<file path="config.mk">
export PLATFORM = sky130hd
export DESIGN_NAME = token_stream_parser_top
export DESIGN_NICKNAME = d
export VERILOG_FILES = /design/src/rtl/tsp_pkg.sv /design/src/rtl/token_stream_parser_top.sv
export SDC_FILE = /design/constraint.sdc
export NUM_CORES = 1
export LEC_CHECK = 0
export ABC_AREA = 1
export BUFFER_PORTS_ARGS = -buffer_cell sky130_fd_sc_hd__buf_2
export CAP_MARGIN = 5
export CORE_ASPECT_RATIO = 1.4
export CORE_MARGIN = 4
export CORE_UTILIZATION = 60
export DETAILED_ROUTE_END_ITERATION = 7
export PLACE_DENSITY = 0.8
export SYNTH_ARGS = -nofsm -noshare
export SYNTH_HDL_FRONTEND = slang
export SYNTH_SLANG_ARGS = --single-unit
</file>
<file path="constraint.sdc">
create_clock -name i_clk -period 8.8 [get_ports i_clk]
set_clock_uncertainty 0.2 [all_clocks]
set_input_delay 1.32 -clock i_clk [delete_from_list [all_inputs] [get_ports i_clk]]
set_output_delay 1.32 -clock i_clk [all_outputs]
set_load 0.01 [all_outputs]
</file>
<file path="src/rtl/tsp_pkg.sv">
// Types, constants and helper functions of the token stream parser
`default_nettype none

package tsp_pkg;

    // Longest byte-string or atom length kept, in bits
    localparam int LENGTH_BITS = 24;
    localparam logic [23:0] LEN_MASK = 24'((33'd1 << LENGTH_BITS) - 33'd1);

    // Header byte ranges
    localparam logic [7:0] TINY_SIGNED_MIN = 8'h40;
    localparam logic [7:0] SHORT_MIN       = 8'h80;
    localparam logic [7:0] SHORT_BYTES_MIN = 8'hA0;
    localparam logic [7:0] SHORT_BYTES_MAX = 8'hBF;
    localparam logic [7:0] MEDIUM_MIN      = 8'hC0;
    localparam logic [7:0] MEDIUM_BYTES_MIN = 8'hD0;
    localparam logic [7:0] MEDIUM_BYTES_MAX = 8'hDF;
    localparam logic [7:0] LONG_MIN        = 8'hE0;
    localparam logic [7:0] LONG_BYTES_MIN  = 8'hE2;
    localparam logic [7:0] LONG_BYTES_MAX  = 8'hE3;
    localparam logic [7:0] CONTROL_MIN     = 8'hE4;
    localparam logic [7:0] EMPTY_TOKEN     = 8'hFF;
    localparam logic [7:0] UINT_MIN        = 8'h81;
    localparam logic [7:0] UINT_MAX        = 8'h88;
    localparam logic [7:0] SINT_MIN        = 8'h91;
    localparam logic [7:0] SINT_MAX        = 8'h94;

    // Result kinds
    typedef enum logic [1:0] {
        TK_INTEGER    = 2'd0,
        TK_BYTES_HDR  = 2'd1,
        TK_BYTES_DATA = 2'd2,
        TK_CONTROL    = 2'd3
    } t_token_kind;

    typedef struct packed {
        logic [63:0] value;
        logic        is_signed;
    } t_int_result;

    // Header announces a byte string (short, medium or long)
    function automatic logic header_is_bytes(input logic [7:0] hdr);
        return (hdr >= SHORT_BYTES_MIN && hdr <= SHORT_BYTES_MAX) ||
               (hdr >= MEDIUM_BYTES_MIN && hdr <= MEDIUM_BYTES_MAX) ||
               (hdr >= LONG_BYTES_MIN && hdr <= LONG_BYTES_MAX);
    endfunction

    // Final integer value of a short integer atom (81-88 unsigned, 91-94 signed); else zero
    function automatic t_int_result integer_value(input logic [7:0]  hdr,
                                                  input logic [63:0] acc);
        t_int_result res;
        res.value     = '0;
        res.is_signed = 1'b0;
        if (hdr >= UINT_MIN && hdr <= UINT_MAX) begin
            res.value = acc;
        end else if (hdr >= SINT_MIN && hdr <= SINT_MAX) begin
            res.is_signed = 1'b1;
            case (hdr[2:0])
                3'd1:    res.value = {{56{acc[7]}}, acc[7:0]};
                3'd2:    res.value = {{48{acc[15]}}, acc[15:0]};
                3'd3:    res.value = {{40{acc[23]}}, acc[23:0]};
                default: res.value = {{32{acc[31]}}, acc[31:0]};
            endcase
        end
        return res;
    endfunction

endpackage

`default_nettype wire

</file>
<file path="src/rtl/token_stream_parser_top.sv">
// Token stream parser: one payload byte per request, atoms and control tokens out
//
//   channel | direction | handshake                  | payload
//   --------+-----------+----------------------------+-------------------------------
//   in      | input     | i_in_valid / o_in_stall    | i_in_byte, i_in_packet_end
//   out     | output    | o_out_valid / i_out_stall  | kind, header, value, sign, last
//
// One byte per cycle unless the output stalls: an input register feeds the parser
// logic, which updates the parse state and loads the result register in the same cycle.
// A result, if any, is loaded into the result register as its byte leaves the input register.
// Reset (synchronous, active low) returns the parser to awaiting a header.
// o_in_stall rises only while both registers are full and the output is stalled.
`default_nettype none

module token_stream_parser_top (
    input  wire logic        i_clk,
    input  wire logic        i_rst_n,
    // input channel
    input  wire logic        i_in_valid,
    output logic             o_in_stall,
    input  wire logic [7:0]  i_in_byte,
    input  wire logic        i_in_packet_end,
    // output channel
    output logic             o_out_valid,
    input  wire logic        i_out_stall,
    output logic [1:0]       o_out_token_kind,
    output logic [7:0]       o_out_header_code,
    output logic [63:0]      o_out_token_value,
    output logic             o_out_is_signed,
    output logic             o_out_data_last
);

    typedef enum logic [1:0] {
        PH_HEADER = 2'd0,
        PH_LENGTH = 2'd1,
        PH_INT    = 2'd2,
        PH_DATA   = 2'd3
    } t_phase;

    // input register
    logic        r_in_valid;
    logic [7:0]  r_in_byte;
    logic        r_in_end;

    // parse state
    t_phase      r_phase,        n_phase;
    logic [7:0]  r_held_header,  n_held_header;
    logic [23:0] r_bytes_left,   n_bytes_left;
    logic [63:0] r_value_accum,  n_value_accum;
    logic [1:0]  r_len_left,     n_len_left;

    // result register
    logic        r_out_valid;
    tsp_pkg::t_token_kind r_out_kind;
    logic [7:0]  r_out_header;
    logic [63:0] r_out_value;
    logic        r_out_signed;
    logic        r_out_last;

    // result of the current byte
    logic        emit;
    tsp_pkg::t_token_kind e_kind;
    logic [7:0]  e_header;
    logic [63:0] e_value;
    logic        e_signed;
    logic        e_last;

    logic        body_start;
    logic [7:0]  body_hdr;
    logic [23:0] body_len;
    logic [23:0] len_shift;
    logic [23:0] left_dec;
    logic [63:0] accum_shift;
    tsp_pkg::t_int_result int_res;
    logic        advance;

    // the input register moves on unless the result register is held
    assign advance    = r_in_valid && !(r_out_valid && i_out_stall);
    assign o_in_stall = r_in_valid && r_out_valid && i_out_stall;

    assign len_shift   = {r_bytes_left[15:0], r_in_byte};
    assign left_dec    = r_bytes_left - 24'd1;
    assign accum_shift = {r_value_accum[55:0], r_in_byte};
    assign int_res     = tsp_pkg::integer_value(r_held_header, accum_shift);

    // parser next state and result
    always_comb begin
        n_phase       = r_phase;
        n_held_header = r_held_header;
        n_bytes_left  = r_bytes_left;
        n_value_accum = r_value_accum;
        n_len_left    = r_len_left;
        emit          = 1'b0;
        e_kind        = tsp_pkg::TK_INTEGER;
        e_header      = r_in_byte;
        e_value       = '0;
        e_signed      = 1'b0;
        e_last        = 1'b0;
        body_start    = 1'b0;
        body_hdr      = r_in_byte;
        body_len      = '0;

        unique case (r_phase)
            PH_HEADER: begin
                if (r_in_byte == tsp_pkg::EMPTY_TOKEN) begin
                    // empty token, skipped
                end else if (r_in_byte < tsp_pkg::TINY_SIGNED_MIN) begin
                    emit    = 1'b1;
                    e_value = {56'd0, r_in_byte};
                end else if (r_in_byte < tsp_pkg::SHORT_MIN) begin
                    emit     = 1'b1;
                    e_value  = {{58{r_in_byte[5]}}, r_in_byte[5:0]};
                    e_signed = 1'b1;
                end else if (r_in_byte < tsp_pkg::MEDIUM_MIN) begin
                    body_start = 1'b1;
                    body_len   = {20'd0, r_in_byte[3:0]};
                end else if (r_in_byte < tsp_pkg::LONG_MIN) begin
                    n_held_header = r_in_byte;
                    n_bytes_left  = {21'd0, r_in_byte[2:0]};
                    n_len_left    = 2'd1;
                    n_phase       = PH_LENGTH;
                end else if (r_in_byte < tsp_pkg::CONTROL_MIN) begin
                    n_held_header = r_in_byte;
                    n_bytes_left  = '0;
                    n_len_left    = 2'd3;
                    n_phase       = PH_LENGTH;
                end else begin
                    emit   = 1'b1;
                    e_kind = tsp_pkg::TK_CONTROL;
                end
            end
            PH_LENGTH: begin
                n_bytes_left = len_shift;
                n_len_left   = r_len_left - 2'd1;
                if (r_len_left == 2'd1) begin
                    body_start = 1'b1;
                    body_hdr   = r_held_header;
                    body_len   = len_shift & tsp_pkg::LEN_MASK;
                end
            end
            PH_INT: begin
                n_value_accum = accum_shift;
                n_bytes_left  = left_dec;
                if (left_dec == '0) begin
                    emit     = 1'b1;
                    e_header = r_held_header;
                    e_value  = int_res.value;
                    e_signed = int_res.is_signed;
                    n_phase  = PH_HEADER;
                end
            end
            PH_DATA: begin
                n_bytes_left = left_dec;
                emit         = 1'b1;
                e_kind       = tsp_pkg::TK_BYTES_DATA;
                e_header     = r_held_header;
                e_value      = {56'd0, r_in_byte};
                e_last       = (left_dec == '0);
                if (left_dec == '0) begin
                    n_phase = PH_HEADER;
                end
            end
            default: begin
                n_phase = PH_HEADER;
            end
        endcase

        // atom length known: open its body
        if (body_start) begin
            n_held_header = body_hdr;
            n_value_accum = '0;
            n_bytes_left  = body_len;
            if (tsp_pkg::header_is_bytes(body_hdr)) begin
                emit     = 1'b1;
                e_kind   = tsp_pkg::TK_BYTES_HDR;
                e_header = body_hdr;
                e_value  = {40'd0, body_len};
                e_last   = (body_len == '0);
                n_phase  = (body_len != '0) ? PH_DATA : PH_HEADER;
            end else if (body_len != '0) begin
                n_phase = PH_INT;
            end else begin
                // integer atom without content bytes reads as zero
                emit     = 1'b1;
                e_header = body_hdr;
                n_phase  = PH_HEADER;
            end
        end

        // end of packet drops any unfinished atom
        if (r_in_end) begin
            n_phase       = PH_HEADER;
            n_held_header = '0;
            n_bytes_left  = '0;
            n_value_accum = '0;
            n_len_left    = '0;
        end
    end

    // registers
    always_ff @(posedge i_clk) begin
        if (!i_rst_n) begin
            r_in_valid    <= 1'b0;
            r_out_valid   <= 1'b0;
            r_phase       <= PH_HEADER;
            r_held_header <= '0;
            r_bytes_left  <= '0;
            r_value_accum <= '0;
            r_len_left    <= '0;
        end else begin
            if (!o_in_stall) begin
                r_in_valid <= i_in_valid;
            end
            if (advance) begin
                r_phase       <= n_phase;
                r_held_header <= n_held_header;
                r_bytes_left  <= n_bytes_left;
                r_value_accum <= n_value_accum;
                r_len_left    <= n_len_left;
                r_out_valid   <= emit;
            end else if (!i_out_stall) begin
                r_out_valid <= 1'b0;
            end
        end
        if (!o_in_stall && i_in_valid) begin
            r_in_byte <= i_in_byte;
            r_in_end  <= i_in_packet_end;
        end
        if (advance && emit) begin
            r_out_kind   <= e_kind;
            r_out_header <= e_header;
            r_out_value  <= e_value;
            r_out_signed <= e_signed;
            r_out_last   <= e_last;
        end
    end

    assign o_out_valid       = r_out_valid;
    assign o_out_token_kind  = r_out_kind;
    assign o_out_header_code = r_out_header;
    assign o_out_token_value = r_out_value;
    assign o_out_is_signed   = r_out_signed;
    assign o_out_data_last   = r_out_last;

endmodule

`default_nettype wire

</file>
# Word-level counts from Yosys, hierarchy flattened

Index checks and enable logic that the tools add are counted.

Add/sub/neg operators: 2
Order comparisons: 15
Equal/unequal tests: 24
Mux-type cells: 102
Reduce and logical (&&, ||, !) cells: 30

Operator list:

| operator                | count |
|---|---|
| $mux W64                | 7 |
| $pmux W64 S3            | 2 |
| $mux W24                | 9 |
| $mux W56                | 3 |
| $mux W8                 | 15 |
| $pmux W24 S3            | 1 |
| $mux W65                | 1 |
| $mux W2                 | 27 |
| $logic_not A24 Y1       | 2 |
| $pmux W24 S2            | 1 |
| $ge A8 B8 Y1 const B    | 5 |
| $le A8 B8 Y1 const B    | 5 |
| $lt A8 B8 Y1 const B    | 4 |
| $mux W1                 | 25 |
| $ne A3 B3 Y1 const B    | 8 |
| $reduce_bool A24 Y1     | 1 |
| $sub A24 B1 Y24 const B | 1 |
| $ne A4 B4 Y1 const B    | 5 |
| $mux W4                 | 4 |
| $pmux W8 S2             | 1 |
| $reduce_and A7 Y1       | 2 |
| $pmux W2 S2             | 3 |
| $logic_and A1 B1 Y1     | 11 |
| $reduce_bool A3 Y1      | 3 |
| other kinds (20)        | 27 |

Bits in registers: 179
Output and inout port bits: 78
Logic and storage cells: 187

# Longest topological paths before layout

Gate-level depths: netlist (run 1).

Depth in word-level cells: 12
Mapped depth: 17

# Worst setup path before layout (run 1)

OpenSTA, ideal clock, no wires.

Kind: reg-to-reg
Start point: register r_phase[1]
End point: register r_out_last (netlist: o_out_data_last), enable pin
Setup time: 430 ps
Arrival time: 3456 ps
Path slack: 4713 ps
Cell stages (with the launch flop): 18
Buffers on the path: 3
Cell sequence: dfxtp_1 -> inv_1 -> ha_1 -> buf_4 -> nand2_4 -> buf_4 -> inv_1 -> nand2_1 -> o21ai_0 -> nor3_1 -> and2_1 -> buf_2 -> inv_2 -> o21ai_4 -> inv_4 -> nand2_1 -> nand2_1 -> inv_1

Longest elaborated chain between the ends: 9
Elaborated cells on any way between the ends: 24
Those cells by class: 6 x order compare; 3 x eq/ne; 7 x mux; 8 x reduce/logical

RTL lines:

| what                                   | RTL line                       | text |
|---|---|---|
| from (decl)                            | token_stream_parser_top.sv:46  | `t_phase r_phase, n_phase;` |
| from (signal assigned)                 | token_stream_parser_top.sv:215 | `r_phase <= n_phase;` |
| $eq A2 B1 Y1                           | token_stream_parser_top.sv:103 | `unique case (r_phase)` |
| $mux W8                                | token_stream_parser_top.sv:103 |  |
| $ge A8 B8 Y1 (tied with other cells)   | tsp_pkg.sv:43                  | `return (hdr >= SHORT_BYTES_MIN && hdr <= SHORT_BYTES_MAX) \|\|` |
| $logic_and A1 B1 Y1 (on tied branches) | tsp_pkg.sv:43, tsp_pkg.sv:44   |  |
| $logic_or A1 B1 Y1                     | tsp_pkg.sv:43                  |  |
| $logic_or A1 B1 Y1                     | tsp_pkg.sv:44                  | `(hdr >= MEDIUM_BYTES_MIN && hdr <= MEDIUM_BYTES_MAX) \|\|` |
| $mux W1                                | token_stream_parser_top.sv:173 | `if (tsp_pkg::header_is_bytes(body_hdr)) begin` |
| $mux W1 *                              | token_stream_parser_top.sv:169 | `if (body_start) begin` |
| $logic_and A1 B1 Y1 *                  | token_stream_parser_top.sv:229 | `if (advance && emit) begin` |
| to (signal assigned)                   | token_stream_parser_top.sv:234 | `r_out_last <= e_last;` |
| to (decl)                              | token_stream_parser_top.sv:58  | `logic r_out_last;` |

Every way passes the cells marked *; elsewhere a longest branch is shown, timed or not.
A chain may end at the register's enable or synchronous reset.

# Worst setup path in the final report (run 1)

Start point: register r_phase[1]
End point: register r_out_value[12] (netlist: o_out_token_value[12]), enable pin

Longest elaborated chain between the ends: 9
Elaborated cells on any way between the ends: 24
Those cells by class: 6 x order compare; 3 x eq/ne; 7 x mux; 8 x reduce/logical

RTL lines:

| what                                   | RTL line                       | text |
|---|---|---|
| $eq A2 B1 Y1                           | token_stream_parser_top.sv:103 |  |
| $mux W8                                | token_stream_parser_top.sv:103 |  |
| $ge A8 B8 Y1 (tied with other cells)   | tsp_pkg.sv:43                  |  |
| $logic_and A1 B1 Y1 (on tied branches) | tsp_pkg.sv:43, tsp_pkg.sv:44   |  |
| $logic_or A1 B1 Y1                     | tsp_pkg.sv:43                  |  |
| $logic_or A1 B1 Y1                     | tsp_pkg.sv:44                  |  |
| $mux W1                                | token_stream_parser_top.sv:173 |  |
| $mux W1 *                              | token_stream_parser_top.sv:169 |  |
| $logic_and A1 B1 Y1 *                  | token_stream_parser_top.sv:229 |  |
| to (signal assigned)                   | token_stream_parser_top.sv:232 | `r_out_value <= e_value;` |
| to (decl)                              | token_stream_parser_top.sv:56  | `logic [63:0] r_out_value;` |

Marks and branches as above.

==> results of run 1 <==
[cells in the mapped netlist, types with 2 or more instances]
cell type	n
a22oi_1	5
o21ai_1	3
inv_1	98
o211ai_1	12
nand2_4	3
a211oi_1	20
nand2_1	294
dfxtp_1	94
nor2_2	11
nor2_1	180
inv_2	6
a311oi_1	2
o21ai_0	58
o22ai_1	22
nand4_1	13
a31oi_1	2
o31ai_1	8
clkinv_1	5
nor3_1	7
buf_6	6
buf_2	20
nand3_1	97
and2_1	3
a21oi_1	188
clkbuf_1	43
buf_1	5
nor2_4	11
nand2_2	7
edfxtp_1	85
o21a_1	2
o21ai_2	2
ha_1	8
buf_4	4
[power groups by stage]
stage | clock, W | combinational (W) | sequential [W]
2_1_floorplan | 0 | 0.000247 | 0.000965
3_3_place_gp | 0 | 0.000353 | 0.000956
3_5_place_dp | 0 | 0.000356 | 0.000957
4_1_cts | 0.000743 | 0.000358 | 0.000939
5_1_grt | 0.000782 | 0.000400 | 0.000943
6_report | 0.000741 | 0.000363 | 0.000939
[metal layers]
layer | global-route usage, % | part of all wire [%] | vias up
li1 | - | - | 4617
met1 | 37.9 | 40 | 4356
met2 | 50.6 | 50 | 416
met3 | 4.71 | 6.5 | 80
met4 | 12.6 | 3.8 | 2
met5 | 0 | 0.064 | -
[layout make-up]
cell class	instances	area, µm²	share of cell area, %
timing repair buffer	102	541	4.93
sequential	179	4430	40.4
inverter	111	425	3.88
tap	199	249	2.27
clock buffer	17	425	3.88
multi-input combinational	975	4740	43.3
clock inverter	15	148	1.35
[critical path, cell delays in order (launching register included)]
cell and delay [ns]:
dfxtp_1 0.34, inv_1 0.11, ha_1 0.50, nand2_4 0.38, o21ai_0 0.49, a21oi_1 0.13, nor3_1 0.13, and2_1 0.70
inv_2 0.21, o21ai_4 0.21, inv_4 0.11, nand2_1 0.09, nand2_1 0.08, inv_2 0.49, buf_4 0.59
[flip-flops by register name, summed over array words and instances, names as in the netlist]
register,count
r_bytes_left,24
r_len_left,2
r_in_byte,8
r_value_accum,56
o_out_data_last,1
o_out_header_code,8
r_held_header,8
o_out_valid,1
r_phase,2
o_out_token_kind,2
o_out_token_value,64
r_in_end,1
r_in_valid,1
o_out_is_signed,1
[metrics by stage]
step	instances	util, %	instance area (µm²)
2_1_floorplan	1343	-	9970
3_3_place_gp	1566	64.0	10400
3_5_place_dp	1566	64.0	10400
4_1_cts	1598	67.5	11000
5_1_grt	1598	67.5	11000
6_report	1598	67.5	11000
[cell usage in the layout (no fill, tap or decap), types with 3 or more instances in the layout]
cell type | Yosys | layout
nor2_1 | 180 | 180
o31ai_1 | 8 | 8
dfxtp_1 | 94 | 94
clkinv_1 | 5 | 7
ha_1 | 8 | 8
a21oi_1 | 188 | 188
nor2_2 | 11 | 10
nand2_2 | 7 | 8
nand4_1 | 13 | 13
clkinv_4 | 1 | 4
and2_1 | 3 | 3
o21ai_0 | 58 | 58
inv_8 | 0 | 5
o22ai_1 | 22 | 22
buf_4 | 4 | 12
edfxtp_1 | 85 | 85
nand2_4 | 3 | 3
o21ai_1 | 3 | 3
nor2_4 | 11 | 12
clkbuf_16 | 0 | 17
a22oi_1 | 5 | 5
a211oi_1 | 20 | 20
buf_2 | 20 | 90
inv_2 | 6 | 6
o211ai_1 | 12 | 12
inv_1 | 98 | 97
nand2_1 | 294 | 293
nand3_1 | 97 | 97
nor3_1 | 7 | 7
[worst min path at each step]
stage,to,depth (start not counted)
after detailed placement,r_value_accum[49],2
after global routing,r_value_accum[55],2
after CTS,r_value_accum[49],2
final,r_value_accum[53],2
after floorplan,r_len_left[1],2
after global placement,r_len_left[1],2
[logic make-up (layout without fill, tap and decap cells)]
| kind of cell | Yosys count | count (layout) | synth area share, % |
|---|---|---|---|
| adders and majority gates | 8 | 8 | 1.00 |
| xor gates and xnor gates | 2 | 2 | 0.176 |
| buffers and inverters | 189 | 245 | 8.04 |
| DFF | 179 | 179 | 44.5 |
| and+or+nand+nor | 633 | 633 | 27.5 |
| AOI/OAI and AO/OA | 332 | 332 | 18.9 |
==> results.ini, run 1 <==
[timing]
fin_ws_ns = 3.61
worstMarginPinSlew_ns = 1.18
drv_slew = 0
finalHoldViolCount = 0
finalSetupViolCount = 0
slew_headroom_pct = 21.4
clock.fmax_mhz = 193
fin_crit_ns = 5.19
rsz0062_at_grt = no
post-route-period-util_pct = 59.0
whs_ns = 0.267
finalSetupTns_ns = 0

[floorplan]
start_util_pct = 61.4
core_um2 = 16200
die_y_um = 161
placementRows = 55
pin_count = 91
die_area_um2 = 18800
fp.dieW_um = 117

[worst_setup_path]
arrival_ns = 5.06
cp-endpoint = o_out_token_value[12]
critPathLaunchType = flip-flop
startpoint = r_phase[1]
worstReg2RegEnd = o_out_token_value[12]
cp_max_fo = 43
crit_path_end_kind = flip-flop
reg2reg_slack_ns = 3.61
reg2reg_depth = 14
crit_required_ns = 8.67
regToRegStartpoint = r_phase[1]
path_class = flip-flop to flip-flop

[grt]
grt_start_max_net_pins = 67
grt-ovfl-total = 0
first_global_vias = 8636
grt_use_total_pct = 30.1
grt_first_pass_wirelength_um = 44600
antenna_found_initial = 1

[clock_tree]
cts_tree = yes
root_buffer = clkbuf_16
cts_resized = 0
clk_latency_ns = 0.44
clockBufferDepth = 2
postCtsHoldBufs = 0
clkSinkCount = 179
cts_buffers = 17
clk_pin_slew_ns = 0.08
htree_levels = 4
postCtsSetupBuffers = 0

[synthesis]
yosysTopAreaCell = edfxtp_1
syn_area_um2 = 9970
async_flop_share_pct = 0
syn_area_per_cell_um2 = 7.43
ys_types = 52
ys_seq_area_share_pct = 44.5
ys_seq_elements = 179
synth_flop_cell = dfxtp_1
ys_top_cells_by_area = edfxtp_1, dfxtp_1, nand2_1, a21oi_1, nor2_1
synth_edf_count = 85
syn_inst = 1343
yosysTopAreaCellShare_pct = 25.6
yosysWarnings = 0
syn_nets = 1364

[job]
drv_cap = 0

[cells_and_area]
layout-drive-gt1-share_pct = 13.2
n_fill_cell = 1414
fin_nets = 1407
area_growth_pct = 9.96
antenna_cells = 0

[pwr]
switchingPower_w = 0.000645
pwr-share-clk_pct = 36.3
switching_share_pct = 31.6
power_leakage_nw = 4.45
ir_drop_uv = 116
power.density_nw_per_um2 = 186
p_comb_share_pct = 17.8
power.internal_w = 0.00140
fin_total_pwr_w = 0.00204
p_seq_share_pct = 46.0

[route]
dr.pass1.iters = 6
antenna_left = 0
route.detailed.drc = 0
wl_um = 28100
wire_per_inst_um = 17.6
num_vias = 9471
drtIter0Drc = 1206
vias_per_cell = 5.93

[place]
dpl.hpwl_um = 19700
place_ws_ns = 3.71
gp_congestion = 0.961
io_buffers = 90

[min_path]
worstHoldStart = r_value_accum[53]
hp-class = flip-flop to flip-flop

[status]
outcome = finished, final reports clean

No activity file was read; power rests on OpenSTA's default activity.
==> run 2, diff against run 1 <==
clock period = 5.4 ns   (was 8.8 ns; I/O delays follow)
==> run 2 against run 1 <==
Total power increased by 63%. Sequential share of layout area decreased by 0.18 points. First-iteration DRC count decreased by 16%. Critical path depth increased by 1. Worst hold slack got worse by 0.010 ns. Largest cell class unchanged.
==> results.ini, run 2 (synthesized netlist as in run 1, its figures left out) <==
[cells_and_area]
fin_nets = 1412  ; +0.36%
largest_register_ffs = 64  ; unchanged
final_cell_mix = nand2_1, a21oi_1, nor2_1
antenna_cells = 0  ; unchanged
stdcell_area_um2 = 11000  ; +0.46%
layout_commonest_cell = nand2_1
layout-drive-gt1-share_pct = 13.5  ; +0.38 points
area_growth_pct = 10.5

[worst_setup_path]
slowest_delay_ns = 0.49  ; -0.21 ns
path_class = flip-flop to flip-flop
arrival_ns = 4.22  ; -0.84 ns
cp_max_fo = 54  ; +26%
crit_path_end_kind = flip-flop
worstPathCellList = inv_1, ha_1, nand2_4, o21ai_0, a21oi_1, nor3_1, and2_1, buf_4, inv_2, o21ai_4, inv_4, nand2_1, nand2_1, inv_2, buf_12
crit_required_ns = 5.31  ; -3.36 ns
critPathLaunchType = flip-flop
reg2reg_slack_ns = 1.08  ; -2.52 ns
worst_path_max_delay_cell = o21ai_0

[pwr]
ir_drop_uv = 160  ; +38%
power.density_nw_per_um2 = 302  ; +62%
power_leakage_nw = 4.48  ; +0.60%
fin_total_pwr_w = 0.00332  ; +63%

[place]
io_buffers = 90  ; unchanged
place_ws_ns = 1.18  ; -2.53 ns
placed_cell_area_um2 = 10400  ; +0.48%
gp_congestion = 0.999  ; +3.9%
dpl.hpwl_um = 20000  ; +1.6%

[clock_tree]
clk_pin_slew_ns = 0.07  ; about the same
cts_buffers = 17  ; unchanged
cts_tree = yes
postCtsSetupBuffers = 0  ; unchanged
clkSinkCount = 179  ; unchanged
htree_levels = 4  ; unchanged
postCtsHoldBufs = 0  ; unchanged
root_buffer = clkbuf_16
cts_resized = 0  ; unchanged
clockBufferDepth = 2  ; unchanged
clk_latency_ns = 0.43  ; about the same

[floorplan]
placementRows = 55  ; unchanged
fp.dieW_um = 117  ; unchanged
die_y_um = 161  ; unchanged
start_util_pct = 61.4  ; unchanged
core_um2 = 16200  ; unchanged
pin_count = 91  ; unchanged
die_area_um2 = 18800  ; unchanged

[route]
antenna_left = 0  ; unchanged
wl_um = 28000  ; -0.41%
route.detailed.drc = 0  ; unchanged
wire_per_inst_um = 17.5  ; -0.72%
drtIter0Drc = 1018  ; -16%
num_vias = 9507  ; +0.38%
dr.pass1.iters = 8  ; +2
vias_per_cell = 5.93  ; about the same

[grt]
grt_start_max_net_pins = 56  ; -16%
grt-ovfl-total = 0  ; unchanged
first_global_vias = 8578  ; -0.67%
grt_use_total_pct = 29.9  ; -0.11 points
antenna_found_initial = 0  ; -1
grt_first_pass_wirelength_um = 44300  ; -0.65%

[timing]
finalHoldViolCount = 0  ; unchanged
finalSetupTns_ns = 0  ; unchanged
fin_crit_ns = 4.32  ; -0.876 ns
finalSetupViolCount = 0  ; unchanged
post-route-period-util_pct = 79.9  ; +21 points
drv_slew = 0  ; unchanged
rsz0062_at_grt = no
fin_ws_ns = 1.08  ; -2.52 ns
clock.fmax_mhz = 232  ; +20%
worstMarginPinSlew_ns = 1.18  ; +0.00791 ns
slew_headroom_pct = 21.1  ; -0.25 points

[min_path]
hp-class = flip-flop to flip-flop

[job]
drv_cap = 0  ; unchanged

[status]
outcome = finished, final reports clean

==> run 2: cell types whose count changed in the layout (fill, tap and decap cells not counted) <==
cell	change
inv_6	-1
buf_4	+4
clkinvlp_4	+1
clkinv_1	-1
clkinv_2	+1
buf_12	+1
==> run 2: per-layer routing <==
layer	global-route usage (%)	vias to the layer above	part of all wire, %
li1	-	4626	-
met1	37.5	4329	39
met2	50.1	450	49
met3	4.52	102	6.5
met4	13.9	0	4.9
met5	0	-	0
==> run 2: worst max-delay path: cells and delay by family, from the launching register on <==
kind / cells / cell delay (ns)
buffers and inverters: 6 / 1.35
AND/OR/NAND/NOR: 5 / 0.80
flip-flops: 1 / 0.34
adder cells (fa/ha/maj): 1 / 0.47
AO/OA/AOI/OAI: 3 / 0.79
==> run 2: worst paths after layout <==
path                                     from                    end  cells after the start
worst min-delay path            r_len_left[1]          r_len_left[1]                      2
worst max-delay path               r_phase[1]  o_out_token_value[27]                     15
worst max register to register     r_phase[1]  o_out_token_value[27]                     15
worst min register to register  r_len_left[1]          r_len_left[1]                      2
==> run 2: cell type report <==
type / instances / area, µm²
timing repair buffer: 107 / 591
sequential: 179 / 4430
clock buffer: 17 / 425
inverter: 111 / 425
tap: 199 / 249
clock inverter: 15 / 148
fill: 1404 / 5230
multi-input combinational: 975 / 4740
==> run 2: per-stage QoR <==
stage	cells	hold slack [ns]	utilization (%)
6_report	1603	0.257	67.8
5_1_grt	1603	0.292	67.8
4_1_cts	1603	0.265	67.8
3_5_place_dp	1571	0.255	64.3
3_3_place_gp	1571	0.250	64.3
2_1_floorplan	1343	0.233	-
==> run 2: where the power goes <==
group | switching [W] | internal (W) | total [W]
logic | 0.000421 | 0.000174 | 0.000595
registers | 0.0000360 | 0.00149 | 0.00153
clock network | 0.000584 | 0.000613 | 0.00120
total | 0.00104 | 0.00228 | 0.00332
==> run 3, diff against run 2 <==
ABC_AREA = 0   (was 1)
CORE_UTILIZATION = 59   (was 60)
clock period = 4.05 ns   (was 5.4 ns; I/O delays follow)
==> run 3 against run 2 <==
Highest routed layer unchanged. First-iteration DRC count decreased by 34%. Flip-flop and latch count did not move. Synthesized area decreased by 12%. Largest power group unchanged.
==> results.ini, run 3 <==
[status]
outcome = finished, final reports clean

[clock_tree]
cts_tree = yes
root_buffer = clkbuf_16
cts_resized = 0  ; unchanged
clockBufferDepth = 2  ; unchanged
postCtsHoldBufs = 0  ; unchanged
clk_latency_ns = 0.44  ; about the same
clk_pin_slew_ns = 0.08  ; about the same
clkSinkCount = 179  ; unchanged
postCtsSetupBuffers = 0  ; unchanged
htree_levels = 4  ; unchanged
cts_buffers = 17  ; unchanged

[worst_setup_path]
crit_required_ns = 4.12  ; -1.19 ns
reg2reg_depth = 9  ; -6
path_class = flip-flop to flip-flop
reg2reg_slack_ns = 0.22  ; -0.86 ns
crit_path_end_kind = flip-flop
arrival_ns = 3.89  ; -0.33 ns
critPathLaunchType = flip-flop
worstReg2RegEnd = o_out_token_value[44]
cp_max_fo = 33  ; -39%
regToRegStartpoint = r_bytes_left[17]

[min_path]
min_path_cells = 1  ; -1
hold_end = r_in_byte[3]
worstHoldStart = i_in_byte[3]
hp-class = input port to flip-flop

[pwr]
ir_drop_uv = 292  ; +82%
power.density_nw_per_um2 = 399  ; +32%
power_leakage_nw = 3.69  ; -18%
fin_total_pwr_w = 0.00401  ; +21%

[timing]
finalHoldViolCount = 0  ; unchanged
clock.fmax_mhz = 261  ; +13%
fin_crit_ns = 3.83  ; -0.489 ns
rsz0062_at_grt = no
post-route-period-util_pct = 94.5  ; +15 points
slew_headroom_pct = 23.5  ; +2.4 points
worstMarginPinSlew_ns = 1.14  ; -0.0395 ns
finalSetupViolCount = 0  ; unchanged
drv_slew = 0  ; unchanged

[synthesis]
yosysTopAreaCellShare_pct = 29.2  ; +3.6 points
ys_seq_elements = 179  ; unchanged
yosysWarnings = 0  ; unchanged
syn_inst = 980  ; -27%
syn_area_um2 = 8750  ; -12%
synth_edf_count = 85  ; unchanged
syn_nets = 1001  ; -27%
syn_area_per_cell_um2 = 8.93  ; +20%
ys_top_cells_by_area = edfxtp_1, dfxtp_1, a21oi_1, nand2_1, nand3_1
yosysMostFrequentCell = a21oi_1
ys_types = 64  ; +23%
ys_seq_area_share_pct = 50.7  ; +6.2 points
synth_common_cells = a21oi_1, nand2_1, dfxtp_1
yosysTopAreaCell = edfxtp_1
async_flop_share_pct = 0  ; unchanged
synth_flop_cell = dfxtp_1

[cells_and_area]
layout-drive-gt1-share_pct = 17.7  ; +4.2 points
final_cell_mix = a21oi_1, nand2_1, dfxtp_1
n_fill_cell = 1156  ; -18%
fin_nets = 1058  ; -25%
stdcell_area_um2 = 10000  ; -8.9%
area_growth_pct = 14.7
layout_commonest_cell = a21oi_1
antenna_cells = 0  ; unchanged
largest_register_ffs = 64  ; unchanged

[floorplan]
pin_count = 91  ; unchanged
start_util_pct = 60.3  ; -1.1 points
die_y_um = 152  ; -5.3%
placementRows = 52  ; -5.5%
core_um2 = 14500  ; -11%
die_area_um2 = 16900  ; -10%
fp.dieW_um = 111  ; -5.2%

[route]
wl_um = 23200  ; -17%
antenna_left = 0  ; unchanged
route.detailed.drc = 0  ; unchanged
vias_per_cell = 6.27  ; +5.6%
drtIter0Drc = 669  ; -34%
wire_per_inst_um = 18.7  ; +7.0%
dr.pass1.iters = 5  ; -3
num_vias = 7763  ; -18%

[place]
placed_cell_area_um2 = 9450  ; -9.5%
io_buffers = 90  ; unchanged
dpl.hpwl_um = 15700  ; -21%
gp_congestion = 0.956  ; -4.3%

[grt]
antenna_found_initial = 0  ; unchanged
grt_start_max_net_pins = 59  ; +5.4%
grt_use_total_pct = 27.3  ; -2.6 points
first_global_vias = 7398  ; -14%
grt_first_pass_wirelength_um = 37600  ; -15%
grt-ovfl-total = 0  ; unchanged

[job]
drv_cap = 0  ; unchanged

==> run 3: critical path, stage by stage, from the launching register on <==
cell	delay (ns)
dfxtp_1	0.37
or4_1	0.61
or3_1	0.43
o41ai_1	0.43
and2_1	0.26
or4b_4	0.54
a2111oi_4	0.31
buf_12	0.22
o21ai_1	0.08
a21oi_1	0.20
==> run 3: logic make-up after synthesis <==
kind of cell,synth area share (%)
multiplexers,0.472
AO/OA/AOI/OAI,19.8
buffers and inverters,4.86
adder cells (fa/ha/maj),1.14
flip-flops,50.7
AND/OR/NAND/NOR,20.8
XOR/XNOR,2.30
==> run 3: worst max-delay path by stage <==
| stage | endpoint | depth (start not counted) | from | slack (ns) |
|---|---|---|---|---|
| global placement | o_out_token_value[28] | 10 | r_bytes_left[4] | 0.36 |
| floorplan | o_out_data_last | 12 | r_bytes_left[0] | -0.46 |
| CTS | o_out_token_value[44] | 10 | r_bytes_left[1] | 0.27 |
| global route | o_out_token_value[29] | 12 | r_bytes_left[1] | 0.09 |
| finish | o_out_token_value[44] | 9 | r_bytes_left[17] | 0.22 |
| detailed placement | o_out_token_value[44] | 10 | r_bytes_left[1] | 0.28 |
==> run 3: per-stage QoR <==
stage / hold slack (ns) / std cells / utilization, % / worst slack (ns) / TNS (ns)
4_1_cts: 0.134 / 1239 / 69.2 / 0.265 / 0
3_5_place_dp: 0.240 / 1207 / 65.1 / 0.278 / 0
5_1_grt: 0.126 / 1239 / 69.2 / 0.0922 / 0
2_1_floorplan: 0.229 / 980 / - / -0.463 / -35.15
3_3_place_gp: 0.239 / 1207 / 65.1 / 0.362 / 0
6_report: 0.139 / 1239 / 69.2 / 0.223 / 0
==> run 3: layer usage <==
metal	vias to the layer above	GRT usage (%)	wire length [µm]
met5	-	0	0
met4	0	12.4	1030
met3	88	5.25	1500
met2	355	49.1	12100
met1	3653	31.3	8540
li1	3667	-	-
==> run 3: where the power goes <==
part           switching (W)  internal [W]
sequential         0.0000380       0.00196
combinational       0.000257      0.000135
clock               0.000793      0.000828
total                0.00109       0.00292
==> run 3: cell type report <==
cell class,count,area [µm²],share of cell area [%]
repair buffers,127,766,7.63
clock inverters,14,156,1.56
multi-input cells,700,3960,39.5
well taps,189,236,2.36
flip-flops and latches,179,4430,44.2
inverters,12,50.0,0.499
clock buffers,18,429,4.28
